File: config.mk
export PLATFORM = sky130hd
export DESIGN_NAME = delayed_command_completion_slots_core
export DESIGN_NICKNAME = d
export VERILOG_FILES = /design/src/hdl/dcc_pkg.sv /design/src/hdl/dcc_ram.sv /design/src/hdl/dcc_decode.sv /design/src/hdl/delayed_command_completion_slots_core.sv
export SDC_FILE = /design/constraint.sdc
export NUM_CORES = 1
export LEC_CHECK = 0
export ABC_AREA = 1
export BUFFER_PORTS_ARGS = -buffer_cell sky130_fd_sc_hd__buf_2
export CAP_MARGIN = 25
export CORE_MARGIN = 2
export CORE_UTILIZATION = 37
export DETAILED_ROUTE_END_ITERATION = 12
export REMOVE_ABC_BUFFERS = 1
export SYNTH_ARGS = -nofsm -noshare
export SYNTH_HDL_FRONTEND = slang
export SYNTH_SLANG_ARGS = --single-unit
File: constraint.sdc
create_clock -name clk -period 13.6 [get_ports clk]
set_input_delay 0.68 -clock clk [delete_from_list [all_inputs] [get_ports clk]]
set_output_delay 0.68 -clock clk [all_outputs]
set_load 0.01 [all_outputs]
File: src/hdl/dcc_pkg.sv
// Shared types and constants of the delayed command completion slots block.
// No dependencies; used by dcc_decode, the core and the testbench.
`default_nettype none

package dcc_pkg;

    localparam int SLOTS   = 8;
    localparam int SLOT_AW = (SLOTS > 1) ? $clog2(SLOTS) : 1;
    localparam int SLOT_CW = $clog2(SLOTS + 1);

    localparam int IN_DATA_W  = 72;
    localparam int OUT_DATA_W = 24;

    typedef enum logic [1:0] {
        KIND_CMD   = 2'd0,
        KIND_TICK  = 2'd1,
        KIND_ABORT = 2'd2,
        KIND_RESET = 2'd3
    } kind_t;

    localparam logic [2:0] STAT_GOOD        = 3'd0;
    localparam logic [2:0] STAT_CHECK       = 3'd1;
    localparam logic [2:0] STAT_NO_CONNECT  = 3'd2;
    localparam logic [2:0] STAT_RESET_ABORT = 3'd3;
    localparam logic [2:0] STAT_ABORT       = 3'd4;
    localparam logic [2:0] STAT_NO_SLOT     = 3'd5;

    localparam logic [7:0] OP_TEST_UNIT_READY = 8'h00;
    localparam logic [7:0] OP_REQUEST_SENSE   = 8'h03;
    localparam logic [7:0] OP_READ6           = 8'h08;
    localparam logic [7:0] OP_WRITE6          = 8'h0a;
    localparam logic [7:0] OP_INQUIRY         = 8'h12;
    localparam logic [7:0] OP_MEDIUM_REMOVAL  = 8'h1e;
    localparam logic [7:0] OP_READ_CAPACITY   = 8'h25;
    localparam logic [7:0] OP_READ10          = 8'h28;
    localparam logic [7:0] OP_WRITE10         = 8'h2a;

    localparam logic [31:0] CHANGE_BLOCK = 32'h0000_fff0;
    localparam logic [2:0]  TARGET_COUNT = 3'd2;
    localparam logic [7:0]  DELAY_RESET  = 8'd10;

    localparam logic [2:0] REG_DELAY = 3'd0;

    typedef struct packed {
        logic        reject;
        logic        sense;
        logic        change;
    } dec_t;

    typedef struct packed {
        logic        check;
        logic [31:0] deadline;
        logic [7:0]  tag;
    } slot_t;

    localparam int SLOT_W = $bits(slot_t);

    typedef struct packed {
        logic        sense_attn;
        logic [7:0]  host_code;
        logic [2:0]  status;
        logic [7:0]  result_tag;
    } res_t;

endpackage

`default_nettype wire

File: src/hdl/dcc_ram.sv
// Generic single-write, single-read synchronous RAM with registered read data.
// No dependencies.
`default_nettype none

module dcc_ram #(
    parameter int WIDTH = 8,
    parameter int DEPTH = 8
) (
    input  wire logic                                      clk,
    input  wire logic                                      we,
    input  wire logic [((DEPTH > 1) ? $clog2(DEPTH) : 1)-1:0] waddr,
    input  wire logic [WIDTH-1:0]                          wdata,
    input  wire logic [((DEPTH > 1) ? $clog2(DEPTH) : 1)-1:0] raddr,
    output logic      [WIDTH-1:0]                          rdata
);

    logic [WIDTH-1:0] mem [DEPTH];

    always_ff @(posedge clk)
    begin
        if (we)
        begin
            mem[waddr] <= wdata;
        end
        rdata <= mem[raddr];
    end

endmodule

`default_nettype wire

File: src/hdl/dcc_decode.sv
// Command check and opcode decode: absent target/unit, unknown opcode,
// request sense, and the read of the media change block. Uses dcc_pkg.
`default_nettype none

module dcc_decode (
    input  wire logic [2:0]  target_id,
    input  wire logic [2:0]  lun_number,
    input  wire logic [7:0]  opcode,
    input  wire logic [39:0] cdb_tail,
    output dcc_pkg::dec_t    dec
);

    logic        known;
    logic        is_read6;
    logic        is_read10;
    logic [31:0] block6;

    assign block6 = {11'd0, cdb_tail[36:16]};

    always_comb
    begin
        known     = 1'b0;
        is_read6  = 1'b0;
        is_read10 = 1'b0;
        unique case (opcode)
            dcc_pkg::OP_READ6:
            begin
                known    = 1'b1;
                is_read6 = 1'b1;
            end
            dcc_pkg::OP_READ10:
            begin
                known     = 1'b1;
                is_read10 = 1'b1;
            end
            dcc_pkg::OP_REQUEST_SENSE,
            dcc_pkg::OP_TEST_UNIT_READY,
            dcc_pkg::OP_WRITE6,
            dcc_pkg::OP_INQUIRY,
            dcc_pkg::OP_MEDIUM_REMOVAL,
            dcc_pkg::OP_READ_CAPACITY,
            dcc_pkg::OP_WRITE10:
            begin
                known = 1'b1;
            end
            default:
            begin
                known = 1'b0;
            end
        endcase
    end

    always_comb
    begin
        dec.reject = (target_id >= dcc_pkg::TARGET_COUNT) || (lun_number != 3'd0) || !known;
        dec.sense  = (opcode == dcc_pkg::OP_REQUEST_SENSE);
        dec.change = (is_read6 && (block6 == dcc_pkg::CHANGE_BLOCK))
                  || (is_read10 && (cdb_tail[31:0] == dcc_pkg::CHANGE_BLOCK));
    end

endmodule

`default_nettype wire

File: src/hdl/delayed_command_completion_slots_core.sv
// Delayed command completion slots: top level with slot RAM, sweep FSM and ports.
// Uses dcc_pkg, dcc_decode and dcc_ram.
// A queued command is written to a free slot and the input stays ready; a command with an
// immediate result is held, then moved to the output register in the flush state. Tick,
// abort and reset-all items sweep the slot RAM one slot per cycle unless the output stalls.
// rst_n (async, active low) clears busy bits, tick count and attention flag and sets delay (10).
`default_nettype none

module delayed_command_completion_slots_core (
    input  wire logic        clk,
    input  wire logic        rst_n,
    // stream in
    input  wire logic        s_tvalid,
    output logic             s_tready,
    // [7:0] command_tag, [10:8] target_id, [13:11] lun_number, [21:14] opcode,
    // [61:22] cdb_tail, [69:62] abort_code, [71:70] zero
    input  wire logic [71:0] s_tdata,
    // [1:0] kind
    input  wire logic [1:0]  s_tuser,
    // stream out
    output logic             m_tvalid,
    input  wire logic        m_tready,
    // [7:0] result_tag, [10:8] status, [18:11] host_code, [19] sense_attn,
    // [23:20] zero
    output logic [23:0]      m_tdata,
    output logic             m_tlast,
    // APB config
    input  wire logic        psel,
    input  wire logic        penable,
    input  wire logic        pwrite,
    input  wire logic [2:0]  paddr,
    input  wire logic [31:0] pwdata,
    output logic [31:0]      prdata,
    output logic             pready
);

    localparam int AW = dcc_pkg::SLOT_AW;
    localparam int CW = dcc_pkg::SLOT_CW;

    typedef enum logic [2:0] {
        S_IDLE  = 3'b001,
        S_SWEEP = 3'b010,
        S_FLUSH = 3'b100
    } state_t;

    state_t               state_reg, state_next;
    logic [dcc_pkg::SLOTS-1:0] busy_reg, busy_next;
    logic [31:0]          tick_reg, tick_next;
    logic                 attn_reg, attn_next;
    logic [7:0]           delay_reg, delay_next;
    logic [CW-1:0]        scan_reg, scan_next;
    logic                 eval_valid_reg, eval_valid_next;
    logic [AW-1:0]        eval_idx_reg, eval_idx_next;
    dcc_pkg::kind_t       kind_reg, kind_next;
    logic [7:0]           tag_reg, tag_next;
    logic [7:0]           code_reg, code_next;
    logic                 held_valid_reg, held_valid_next;
    dcc_pkg::res_t        held_reg, held_next;
    logic                 out_valid_reg, out_valid_next;
    dcc_pkg::res_t        out_reg, out_next;
    logic                 out_last_reg, out_last_next;

    dcc_pkg::kind_t       in_kind;
    logic [7:0]           in_tag;
    logic [7:0]           in_code;
    dcc_pkg::dec_t        dec;

    logic                 mem_we;
    logic [AW-1:0]        mem_waddr;
    dcc_pkg::slot_t       mem_wdata;
    logic [AW-1:0]        mem_raddr;
    logic [dcc_pkg::SLOT_W-1:0] mem_rdata;
    dcc_pkg::slot_t       rd_slot;

    logic                 free_found;
    logic [AW-1:0]        free_idx;
    logic                 s_accept;
    logic                 out_free;
    logic [31:0]          diff;
    logic                 due;
    logic                 hit;
    logic                 found;
    logic                 stall;
    logic                 scan_active;
    dcc_pkg::res_t        sweep_res;

    assign in_kind  = dcc_pkg::kind_t'(s_tuser);
    assign in_tag   = s_tdata[7:0];
    assign in_code  = s_tdata[69:62];
    assign s_tready = (state_reg == S_IDLE);
    assign s_accept = s_tvalid && s_tready;
    assign out_free = !out_valid_reg || m_tready;

    assign m_tvalid = out_valid_reg;
    assign m_tdata  = {4'd0, out_reg};
    assign m_tlast  = out_last_reg;

    assign pready = 1'b1;
    assign prdata = (paddr[2] == dcc_pkg::REG_DELAY[0]) ? {24'd0, delay_reg} : 32'd0;

    dcc_decode u_decode (
        .target_id  (s_tdata[10:8]),
        .lun_number (s_tdata[13:11]),
        .opcode     (s_tdata[21:14]),
        .cdb_tail   (s_tdata[61:22]),
        .dec        (dec)
    );

    dcc_ram #(
        .WIDTH (dcc_pkg::SLOT_W),
        .DEPTH (dcc_pkg::SLOTS)
    ) u_slot_ram (
        .clk   (clk),
        .we    (mem_we),
        .waddr (mem_waddr),
        .wdata (mem_wdata),
        .raddr (mem_raddr),
        .rdata (mem_rdata)
    );

    assign rd_slot = dcc_pkg::slot_t'(mem_rdata);

    // first free slot
    always_comb
    begin
        free_found = 1'b0;
        free_idx   = '0;
        for (int i = dcc_pkg::SLOTS - 1; i >= 0; i--)
        begin
            if (!busy_reg[i])
            begin
                free_found = 1'b1;
                free_idx   = AW'(i);
            end
        end
    end

    // sweep evaluation of the slot read last cycle
    assign scan_active = (scan_reg < CW'(dcc_pkg::SLOTS));
    assign diff        = rd_slot.deadline - tick_reg;
    assign due         = (diff == 32'd0) || diff[31];

    always_comb
    begin
        sweep_res = '0;
        hit       = 1'b0;
        unique case (kind_reg)
            dcc_pkg::KIND_TICK:
            begin
                hit                  = due;
                sweep_res.result_tag = rd_slot.tag;
                sweep_res.status     = rd_slot.check ? dcc_pkg::STAT_CHECK
                                                     : dcc_pkg::STAT_GOOD;
            end
            dcc_pkg::KIND_ABORT:
            begin
                hit                  = (rd_slot.tag == tag_reg);
                sweep_res.result_tag = tag_reg;
                sweep_res.status     = dcc_pkg::STAT_ABORT;
                sweep_res.host_code  = code_reg;
            end
            dcc_pkg::KIND_RESET:
            begin
                hit                  = 1'b1;
                sweep_res.result_tag = rd_slot.tag;
                sweep_res.status     = dcc_pkg::STAT_RESET_ABORT;
            end
            default:
            begin
                hit = 1'b0;
            end
        endcase
    end

    assign found     = (state_reg == S_SWEEP) && eval_valid_reg && busy_reg[eval_idx_reg] && hit;
    assign stall     = found && held_valid_reg && !out_free;
    assign mem_raddr = stall ? eval_idx_reg : scan_reg[AW-1:0];

    always_comb
    begin
        state_next      = state_reg;
        busy_next       = busy_reg;
        tick_next       = tick_reg;
        attn_next       = attn_reg;
        delay_next      = delay_reg;
        scan_next       = scan_reg;
        eval_valid_next = eval_valid_reg;
        eval_idx_next   = eval_idx_reg;
        kind_next       = kind_reg;
        tag_next        = tag_reg;
        code_next       = code_reg;
        held_valid_next = held_valid_reg;
        held_next       = held_reg;
        out_valid_next  = out_valid_reg && !m_tready;
        out_next        = out_reg;
        out_last_next   = out_last_reg;
        mem_we          = 1'b0;
        mem_waddr       = free_idx;
        mem_wdata.check    = dec.change;
        mem_wdata.deadline = tick_reg + {24'd0, delay_reg};
        mem_wdata.tag      = in_tag;

        if (psel && penable && pwrite && pready && (paddr[2] == dcc_pkg::REG_DELAY[0]))
        begin
            delay_next = pwdata[7:0];
        end

        unique case (state_reg)
            S_IDLE:
            begin
                if (s_accept)
                begin
                    kind_next       = in_kind;
                    tag_next        = in_tag;
                    code_next       = in_code;
                    scan_next       = '0;
                    eval_valid_next = 1'b0;
                    held_next       = '0;
                    held_next.result_tag = in_tag;
                    if (in_kind == dcc_pkg::KIND_CMD)
                    begin
                        priority if (dec.reject)
                        begin
                            held_next.status = dcc_pkg::STAT_NO_CONNECT;
                            held_valid_next  = 1'b1;
                            state_next       = S_FLUSH;
                        end
                        else if (dec.sense)
                        begin
                            held_next.status     = dcc_pkg::STAT_GOOD;
                            held_next.sense_attn = attn_reg;
                            attn_next            = 1'b0;
                            held_valid_next      = 1'b1;
                            state_next           = S_FLUSH;
                        end
                        else if (!free_found)
                        begin
                            held_next.status = dcc_pkg::STAT_NO_SLOT;
                            held_valid_next  = 1'b1;
                            state_next       = S_FLUSH;
                        end
                        else
                        begin
                            mem_we              = 1'b1;
                            busy_next[free_idx] = 1'b1;
                            if (dec.change)
                            begin
                                attn_next = 1'b1;
                            end
                        end
                    end
                    else
                    begin
                        if (in_kind == dcc_pkg::KIND_TICK)
                        begin
                            tick_next = tick_reg + 32'd1;
                        end
                        state_next = S_SWEEP;
                    end
                end
            end
            S_SWEEP:
            begin
                if (!stall)
                begin
                    if (found)
                    begin
                        if (held_valid_reg)
                        begin
                            out_valid_next = 1'b1;
                            out_next       = held_reg;
                            out_last_next  = 1'b0;
                        end
                        held_next               = sweep_res;
                        held_valid_next         = 1'b1;
                        busy_next[eval_idx_reg] = 1'b0;
                    end
                    eval_valid_next = scan_active;
                    eval_idx_next   = scan_reg[AW-1:0];
                    if (scan_active)
                    begin
                        scan_next = scan_reg + CW'(1);
                    end
                    else if (!eval_valid_reg)
                    begin
                        state_next = S_FLUSH;
                    end
                end
            end
            S_FLUSH:
            begin
                if (!held_valid_reg)
                begin
                    state_next = S_IDLE;
                end
                else if (out_free)
                begin
                    out_valid_next  = 1'b1;
                    out_next        = held_reg;
                    out_last_next   = 1'b1;
                    held_valid_next = 1'b0;
                    state_next      = S_IDLE;
                end
            end
            default:
            begin
                state_next = S_IDLE;
            end
        endcase
    end

    always_ff @(posedge clk or negedge rst_n)
    begin
        if (!rst_n)
        begin
            state_reg      <= S_IDLE;
            busy_reg       <= '0;
            tick_reg       <= '0;
            attn_reg       <= 1'b0;
            delay_reg      <= dcc_pkg::DELAY_RESET;
            scan_reg       <= '0;
            eval_valid_reg <= 1'b0;
            held_valid_reg <= 1'b0;
            out_valid_reg  <= 1'b0;
        end
        else
        begin
            state_reg      <= state_next;
            busy_reg       <= busy_next;
            tick_reg       <= tick_next;
            attn_reg       <= attn_next;
            delay_reg      <= delay_next;
            scan_reg       <= scan_next;
            eval_valid_reg <= eval_valid_next;
            held_valid_reg <= held_valid_next;
            out_valid_reg  <= out_valid_next;
        end
    end

    always_ff @(posedge clk)
    begin
        eval_idx_reg <= eval_idx_next;
        kind_reg     <= kind_next;
        tag_reg      <= tag_next;
        code_reg     <= code_next;
        held_reg     <= held_next;
        out_reg      <= out_next;
        out_last_reg <= out_last_next;
    end

    // new slots are only claimed while idle
    a_busy_set_idle: assert property (@(posedge clk) disable iff (!rst_n)
        (state_reg != S_IDLE) |=> ((busy_reg & ~$past(busy_reg)) == '0))
        else $error("slot claimed during sweep");

    a_ready_empty: assert property (@(posedge clk) disable iff (!rst_n)
        s_tready |-> !held_valid_reg)
        else $error("input ready with a held request");

    a_eval_sweep: assert property (@(posedge clk) disable iff (!rst_n)
        eval_valid_reg |-> (state_reg == S_SWEEP))
        else $error("slot evaluation outside sweep");

    a_flush_last: assert property (@(posedge clk) disable iff (!rst_n)
        ((state_reg == S_FLUSH) && held_valid_reg && out_free) |=> (m_tvalid && m_tlast))
        else $error("final request not marked last");

endmodule

`default_nettype wire

Word level (Yosys, flattened, before mapping)
Memory sizes are Yosys's and may differ from the RTL's. A register that Yosys moved wholly into a read port is not among the register bits.
Cells that the tools add are included.
- logic and storage cells: 223
- memory bits (writable): 328
- memories kept: 1
- register bits after elaboration: 121
- bits of input ports: 116
- memory list (name ; depth ; bits a word ; rd ports ; clocked after Yosys merged registers in ; write ports ; RTL line ; RTL):
    u_slot_ram.mem ; 8 ; 41 ; 1 ; 1 ; 1 ; dcc_ram.sv:17 ; logic [WIDTH-1:0] mem [DEPTH];
- add/sub/neg operators: 4
- bitwise logic cells: 6
- equality and inequality tests: 34
- $lt $le $gt $ge: 6
- reductions and logical operators: 43
- muxes and demuxes: 107
- operators with widths (operator ; count):
    20-bit two-way mux ; 8
    20-bit case mux with 2 select lines ; 2
    8-bit two-way mux ; 9
    3-bit two-way mux ; 23
    1-bit two-way mux ; 50
    11-bit case mux with 3 select lines ; 1
    32-bit by 1-bit adder with 32-bit output (second input constant) ; 1
    32-bit by 8-bit adder with 32-bit output ; 1
    32-bit by 16-bit equality test with 1-bit output (second input constant) ; 1
    32-bit zero test ; 1
    32-bit subtractor ; 1
    8-bit by 6-bit equality test with 1-bit output (second input constant) ; 3
    6-bit AND reduction ; 4
    21-bit by 16-bit equality test with 1-bit output (second input constant) ; 1
    2-bit != test (second input constant) ; 10
    8-bit by 4-bit equality test with 1-bit output (second input constant) ; 2
    8-bit by 5-bit equality test with 1-bit output (second input constant) ; 2
    8-bit case mux with 2 select lines ; 1
    1-bit logical AND ; 14
    4-bit two-way mux ; 3
    4-bit AND reduction ; 3
    3-bit case mux with 3 select lines ; 1
    9-bit OR reduction ; 1
    8-bit bitwise AND ; 1
    other kinds (33) ; 56

Longest topological paths before layout
Gate-level depths: netlist of run 1.
- depth in word-level cells: 19
- mapped depth: 29
- depth with buffers taken out: 26

Cells and area by module
Synthesis of run 1 repeated with hierarchy kept, for this count alone.
- cells, all modules: 2824
- area total of the unflattened synthesis: 24619.9 um2
- by module, submodules not included (module ; cells an instance ; area each (um2) ; seq. area each (um2) ; times used):
    dcc_ram ; 1476 ; 15182.1 ; 10670.2 ; 1
    delayed_command_completion_slots_core ; 1252 ; 9034.9 ; 3342.0 ; 1
    dcc_decode ; 96 ; 402.9 ; 0.0 ; 1

Least setup slack after synthesis of run 1
Ideal clock, no wire load.
- path type: input-to-reg
- from: in s_tdata[21]
- to: mem u_slot_ram.mem[0][0] (netlist name), enable pin
- setup time: 0.490 ns
- data required time: 13.110 ns
- arrival: 5.138 ns
- stages on the path: 11
- path buffers: 0
- setup slack: 7.972 ns
- path through: nor2_1 -> inv_1 -> nor3_1 -> inv_1 -> nor4_2 -> nor3_1 -> nand2_1 -> nand2_1 -> nor4_1 -> nand3_1 -> nor3_1
- longest elaborated chain between the ends: 11
- RTL lines (item ; RTL line ; RTL):
    start, declared ; delayed_command_completion_slots_core.sv:17 ; input wire logic [71:0] s_tdata,
    8-bit by 2-bit equality test with 1-bit output, or another cell as far along ; dcc_decode.sv:25, dcc_decode.sv:56 ;
    9-bit OR reduction (no line) ; - ;
    1-bit two-way mux ; dcc_decode.sv:25 ; unique case (opcode)
    1-bit zero test ; dcc_decode.sv:55 ; dec.reject = (target_id >= dcc_pkg::TARGET_COUNT) || (lun_number != 3'd0) || !known;
    1-bit logical OR ; dcc_decode.sv:55 ;
    1-bit two-way mux (*) ; delayed_command_completion_slots_core.sv:222 ; priority if (dec.reject)
    1-bit two-way mux (*) ; delayed_command_completion_slots_core.sv:220 ; if (in_kind == dcc_pkg::KIND_CMD)
    1-bit two-way mux (*) ; delayed_command_completion_slots_core.sv:211 ; if (s_accept)
    1-bit two-way mux (*) ; delayed_command_completion_slots_core.sv:208 ; unique case (state_reg)
    1-bit two-way mux (*) ; dcc_ram.sv:21 ; if (we)
    1-bit two-way mux (implied by the code) (*) ; dcc_ram.sv:23 ; mem[waddr] <= wdata;
    end, declared ; dcc_ram.sv:17 ;
Every way passes the cells marked *; elsewhere a longest branch is shown, timed or not.

Final worst setup path of run 1
- from: reg tick_reg[0]
- to: reg u_slot_ram.rdata[30] (read register of u_slot_ram.mem)
- longest elaborated chain between the ends: 8
- RTL lines (item ; RTL line ; RTL):
    start, declared ; delayed_command_completion_slots_core.sv:48 ; logic [31:0] tick_reg, tick_next;
    start signal, assigned ; delayed_command_completion_slots_core.sv:330 ; tick_reg <= tick_next;
    32-bit subtractor (*) ; delayed_command_completion_slots_core.sv:140 ; assign diff = rd_slot.deadline - tick_reg;
    32-bit zero test ; delayed_command_completion_slots_core.sv:141 ; assign due = (diff == 32'd0) || diff[31];
    1-bit logical OR (*) ; delayed_command_completion_slots_core.sv:141 ;
    1-bit case mux with 3 select lines (*) ; delayed_command_completion_slots_core.sv:147 ; unique case (kind_reg)
    1-bit logical AND (*) ; delayed_command_completion_slots_core.sv:175 ; assign found = (state_reg == S_SWEEP) && eval_valid_reg && busy_reg[eval_idx_reg] && hit;
    1-bit logical AND (*) (2 in a row) ; delayed_command_completion_slots_core.sv:176 ; assign stall = found && held_valid_reg && !out_free;
    3-bit two-way mux (*) ; - ;
    end, declared ; dcc_ram.sv:14 ; output logic [WIDTH-1:0] rdata
Marked as above.
A chain may end at the register's enable or synchronous reset.

==> results of run 1 <==
## synth_stat cells (4+ instances only)
master	instances
nor3_1	44
dfrtp_1	56
nand3b_1	45
buf_6	9
inv_2	7
buf_1	9
buf_4	47
a21oi_1	53
nand3_1	395
edfxtp_1	390
nand4_1	35
nor2_1	147
xor2_1	66
nand2_1	659
o221ai_1	4
o21ai_0	33
nand2_2	4
inv_1	509
ha_1	41
dfxtp_1	41
buf_2	25
clkbuf_1	33
nor4_1	10
a21o_1	4
## power groups by stage
stage	logic, mW	registers, mW	clock network [mW]
finish	1.16	1.91	1.40
global route	1.33	1.93	1.49
CTS	1.16	1.91	1.43
detailed placement	1.16	1.94	0
global placement	1.15	1.94	0
floorplan	0.797	1.93	0
## metal layers
layer,track usage [%],vias up,wire (um)
li1,-,8939,-
met1,24.4,8379,27600
met2,31.1,530,29100
met3,2.37,95,3560
met4,4.72,0,1290
met5,0,-,0
## cell type report
class | instances | share of cell area [%]
Sequential cell | 490 | 50.8
Multi-Input combinational cell | 1617 | 29.4
Inverter | 516 | 7.02
Clock buffer | 69 | 5.05
Tap cell | 864 | 3.92
Timing Repair Buffer | 139 | 2.79
Clock inverter | 27 | 1.06
## worst min-delay path by stage
stage,startpoint,end,cells past startpoint
2_1_floorplan,rst_n,attn_reg,0
3_3_place_gp,held_reg[14],m_tdata[14],0
3_5_place_dp,held_reg[10],m_tdata[10],0
4_1_cts,s_tdata[65],code_reg[3],1
5_1_grt,s_tdata[65],code_reg[3],1
6_report,rst_n,m_tvalid,2
## critical path, stage by stage, from the launching register on
cell	delay, ns
dfrtp_1	0.46
ha_1	0.27
fa_1	0.42
inv_1	0.15
nand3_1	0.11
nand2_1	0.18
nand2_1	0.07
nand2_1	0.08
nand4_1	0.09
nor2_1	0.10
nand3_1	0.07
nor2_1	0.14
nand3_1	0.10
nor2_1	0.11
nand3_1	0.16
nand2_2	0.21
nand3_2	0.38
nand2_4	0.18
buf_4	0.75
buf_4	0.73
nand3_1	0.14
nand3_1	0.13
nand2_1	0.06
nand2_1	0.05
nand2_1	0.09
## cells by family after synthesis
kind of cell               Yosys count  synth area share (%)
xor gates and xnor gates            69                  2.46
AOI/OAI and AO/OA                  120                  2.86
adders and majority gates           43                  2.25
buffers and inverters              639                  10.9
and+or+nand+nor                   1355                  24.5
muxes                                1                0.0407
DFF                                490                  57.0
other                                2                0.0305
## metrics by stage
step	setup slack, ns	hold WS, ns	instance area, sq um
after floorplan	7.02	0.384	24000
after global placement	8.35	0.402	25900
after detailed placement	8.30	0.405	25900
after CTS	8.26	0.234	27600
after global routing	7.71	0.241	27600
final	8.20	0.253	27600
==> metrics.yaml, run 1 <==
rrSetupSlack_ns: 8.20
largest_reg_flops: 328
cts_hold_buf: 0
fin_crit_sh_pct: 39.7
core_region_area_sq_mm: 0.0657
r2r_cells: 24
clkSinkCount: 490
via_per_inst: 4.82
wl_per_cell_um: 16.5
r2r-start: "tick_reg[0]"
wl_um: 61500
cts.clk_slew.worst_paths_ns: 0.06
first_global_vias: 17200
synth_seq_area_share_pct: 57.0
start_kind: "flop"
ys_ff_latch: 490
worstPathArrival_ns: 5.89
p_seq_share_pct: 42.7
grt_max_degree: 125
worstPathRequired_ns: 14.09
clkPwrFrac_pct: 31.3
dp_hpwl_um: 37100
grt_usage_pct: 18.2
finClkSkew_ns: 0.0226
numPortBuffers: 114
peakVddDrop_v: 0.000113
cp_max_fo: 70
cts_resized: 0
critPathLaunch: "tick_reg[0]"
syn_area_sq_mm: 0.0246
h-tree-depth: 2
drive_above_1_share_pct: 9.13
grt_pass1_wl_um: 96400
cts_buffer_depth: 3
ios: 176
hold_path_class: "input pin to async pin"
tritoncts: "built"
antenna_found_initial: 0
die_w_um: 262
setup_viol: 0
nNetsFinal: 2974
placed_cells: 3626
post-route-drc-count: 0
seqCellArea_sq_mm: 0.0140
syn_to_final_growth_pct: 12.2
r2r-end: "u_slot_ram.rdata[30]"
synthFlopType: "edfxtp_1"
end_kind: "flop"
final_cell_mix: "nand2_1, inv_1, nand3_1"
clock_latency_ns: 0.62
multiInputGateArea_sq_mm: 0.00812
vias: 17900
internal-power_mw: 2.99
crit_type: "flop to flop"
cts-root-buf: "clkbuf_16"
fill_cells: 6376
switchingPower_mw: 1.49
max_freq_ghz: 0.185
postSynthCellCount: 2719
powerDensity_mw_per_mm2: 162
place_congestion: 0.926
initial_core_util_pct: 37.4
yosys-top-cells-area: "edfxtp_1, nand2_1, nand3_1"
drtAntennaViolNets: 0
synth_edf_count: 390
yosysTopAreaCellShare_pct: 47.6
dr.pass1.iters: 7
rows: 94
fp.dieH_um: 262
timing.slew.headroom_pct: 33.3
synth_cell_types: 55
fin_crit_ns: 5.40
endpoint: "u_slot_ram.rdata[30]"
max_cap_violations: 0
fin_util_pct: 42.0
p_sw_share_pct: 33.2
post_cts_buffers: 0
layout_commonest_cell: "nand2_1"
comb_power_share_pct: 26.0
hold_violations: 0
slew_violations: 0
antenna_cells: 0
setup_tns_ns: 0
p_leak_nw: 12.5
status: "complete, no violations"
total_power_mw: 4.48
drtIter0Drc: 1310
die-area_sq_mm: 0.0686
rsz0062_at_grt: "no"
yosysWarningCount: 0
grt-ovfl-total: 0
syn_avg_cell_area_sq_um: 9.05
fin_cells: 3722
tightest_slew_ns: 0.999
numCtsBuffers: 51
yosys.area.top_type: "edfxtp_1"
async_reset_ff_share_pct: 12.0
Power figures use the tool's default switching activity.
==> inputs of run 2 (changes only) <==
==> constraint.sdc (replaced) <==
create_clock -name clk -period 5.27 [get_ports clk]
set_input_delay 0.2635 -clock clk [delete_from_list [all_inputs] [get_ports clk]]
set_output_delay 0.2635 -clock clk [all_outputs]
set_load 0.01 [all_outputs]
==> metrics.yaml, run 2 (synthesized netlist as in run 1, its figures left out) <==
worstPathRequired_ns: 5.76
antenna_cells: 0
pre_cts_slack_ns: 0.932
grt_max_degree: 124
dp_hpwl_um: 37400
cts_resized: 0
ios: 176
cts_buffer_depth: 3
clock_latency_ns: 0.62
rows: 94
final_cell_mix: "nand2_1, inv_1, nand3_1"
grt-ovfl-total: 0
start_kind: "flop"
placed_cells: 3631
fin_util_pct: 42.6
peakVddDrop_v: 0.000284
p_leak_nw: 12.6
hold_violations: 0
initial_core_util_pct: 37.4
critPathBufInv: 2
numPortBuffers: 114
fin_crit_ns: 4.33
max_cap_violations: 0
end_kind: "flop"
rsz0062_at_grt: "no"
status: "complete, no violations"
antenna_found_initial: 0
p_seq_share_pct: 43.2
first_global_vias: 17000
tightest_slew_ns: 0.886
layout_commonest_cell: "nand2_1"
powerDensity_mw_per_mm2: 408
finClkSkew_ns: 0.0255
grt_pass1_wl_um: 95200
tritoncts: "built"
wl_per_cell_um: 16.4
dr.pass1.iters: 7
cp_slowest_cell: "buf_12"
syn_to_final_growth_pct: 13.9
critPathTopFamily: "simple AND/OR/NAND/NOR gates"
total_power_mw: 11.4
worstPathArrival_ns: 4.82
numCtsBuffers: 50
internal-power_mw: 7.64
whs_ns: 0.0497
crit_type: "flop to flop"
clkPwrFrac_pct: 30.1
drtAntennaViolNets: 0
switchingPower_mw: 3.80
timing.slew.headroom_pct: 40.9
crit_chain: "ha_1 -> fa_1 -> inv_1 -> nand3_1 -> nand2_1 -> nand2_1 -> nand2_1 -> nand4_1 -> nor2_1 -> nand3_1 -> nor2_1 -> nand3_1 -> nor2_1 -> nand3_1 -> nand2_2 -> nand3_2 -> nand2_4 -> buf_12 -> nand3_1 -> nand3_1 -> nand2_1 -> nand2_1 -> nand2_1"
fin_cells: 3752
slew_violations: 0
die-area_sq_mm: 0.0686
fin_crit_sh_pct: 82.2
worst_slack_ns: 0.936
setup_tns_ns: 0
comb_power_share_pct: 26.7
cp_max_fo: 123
vias: 18000
placedInstanceArea_sq_mm: 0.0262
drtIter0Drc: 1325
via_per_inst: 4.79
post-route-drc-count: 0
drive_above_1_share_pct: 9.07
clkSinkCount: 490
max_freq_ghz: 0.231
p_sw_share_pct: 33.2
cts-root-buf: "clkbuf_16"
core_region_area_sq_mm: 0.0657
largest_reg_flops: 328
place_congestion: 0.880
setup_viol: 0
hold_path_class: "input pin to flop"
grt_usage_pct: 18.0
nNetsFinal: 3005
die_w_um: 262
cts.clk_slew.worst_paths_ns: 0.06
critical_path.max_stage_delay_ns: 0.48
h-tree-depth: 2
final_area_sq_mm: 0.0280
fill_cells: 6339
wl_um: 61500
fp.dieH_um: 262
run 2: cell count changes in the layout (fill, tap and decap cells not counted):
cell,previous run,this run
clkbuf_16,51,50
dlygate4sd3_1,0,27
inv_8,0,1
clkinv_1,7,4
buf_4,24,13
clkinvlp_4,2,3
clkbuf_8,5,8
clkinv_4,1,0
inv_16,2,1
clkinv_2,9,6
bufinv_16,4,1
buf_12,1,17
clkbuf_1,13,18
run 2: final cells by class:
cell class / instances / area, sq um / share of cell area (%)
flip-flops and latches: 490 / 14000 / 50.0
multi-input cells: 1617 / 8120 / 29.0
inverters: 516 / 1940 / 6.91
clock buffers: 76 / 1430 / 5.10
repair buffers: 171 / 1280 / 4.56
well taps: 864 / 1080 / 3.86
clock inverters: 18 / 168 / 0.598
run 2: final timing paths:
check                             from                    to  slack [ns]  cells after the start
setup / recovery           tick_reg[0]  u_slot_ram.rdata[16]        0.94                     23
hold / removal                m_tready              m_tvalid        0.05                      4
setup reg to reg           tick_reg[0]  u_slot_ram.rdata[16]        0.94                     23
hold reg to reg            held_reg[1]            m_tdata[1]        0.42                      0
max in group asynchronous        rst_n          delay_reg[2]        4.27                      3
min in group asynchronous        rst_n              m_tvalid        0.37                      3
run 2: power groups by stage:
stage | Clock (mW) | Sequential, mW | Combinational (mW)
final | 3.44 | 4.94 | 3.06
after global routing | 3.66 | 4.98 | 3.48
after CTS | 3.51 | 4.94 | 3.07
after detailed placement | 0 | 5.02 | 3.04
after global placement | 0 | 5.02 | 3.02
after floorplan | 0 | 4.97 | 2.06
run 2: metal layers:
layer  vias to the layer above  global-route usage, %  share of wire, %
li1                       9014                      -                 -
met1                      8376                   24.0                44
met2                       505                   30.8                48
met3                        81                   2.34               6.0
met4                         0                   4.83               2.0
met5                         -                      0                 0
run 2: timing repair:
action | in CTS | in global routing
hold endpoints to repair | 146 | 0
setup buffers | 0 | 0
hold buffers | 27 | 0
run 2: worst reg2reg max path, delay by kind of cell (launching register included):
family / cells / cell delay [ns]
fa+ha+maj: 2 / 0.66
buf+inv: 2 / 0.59
simple gates: 19 / 2.51
flops: 1 / 0.44
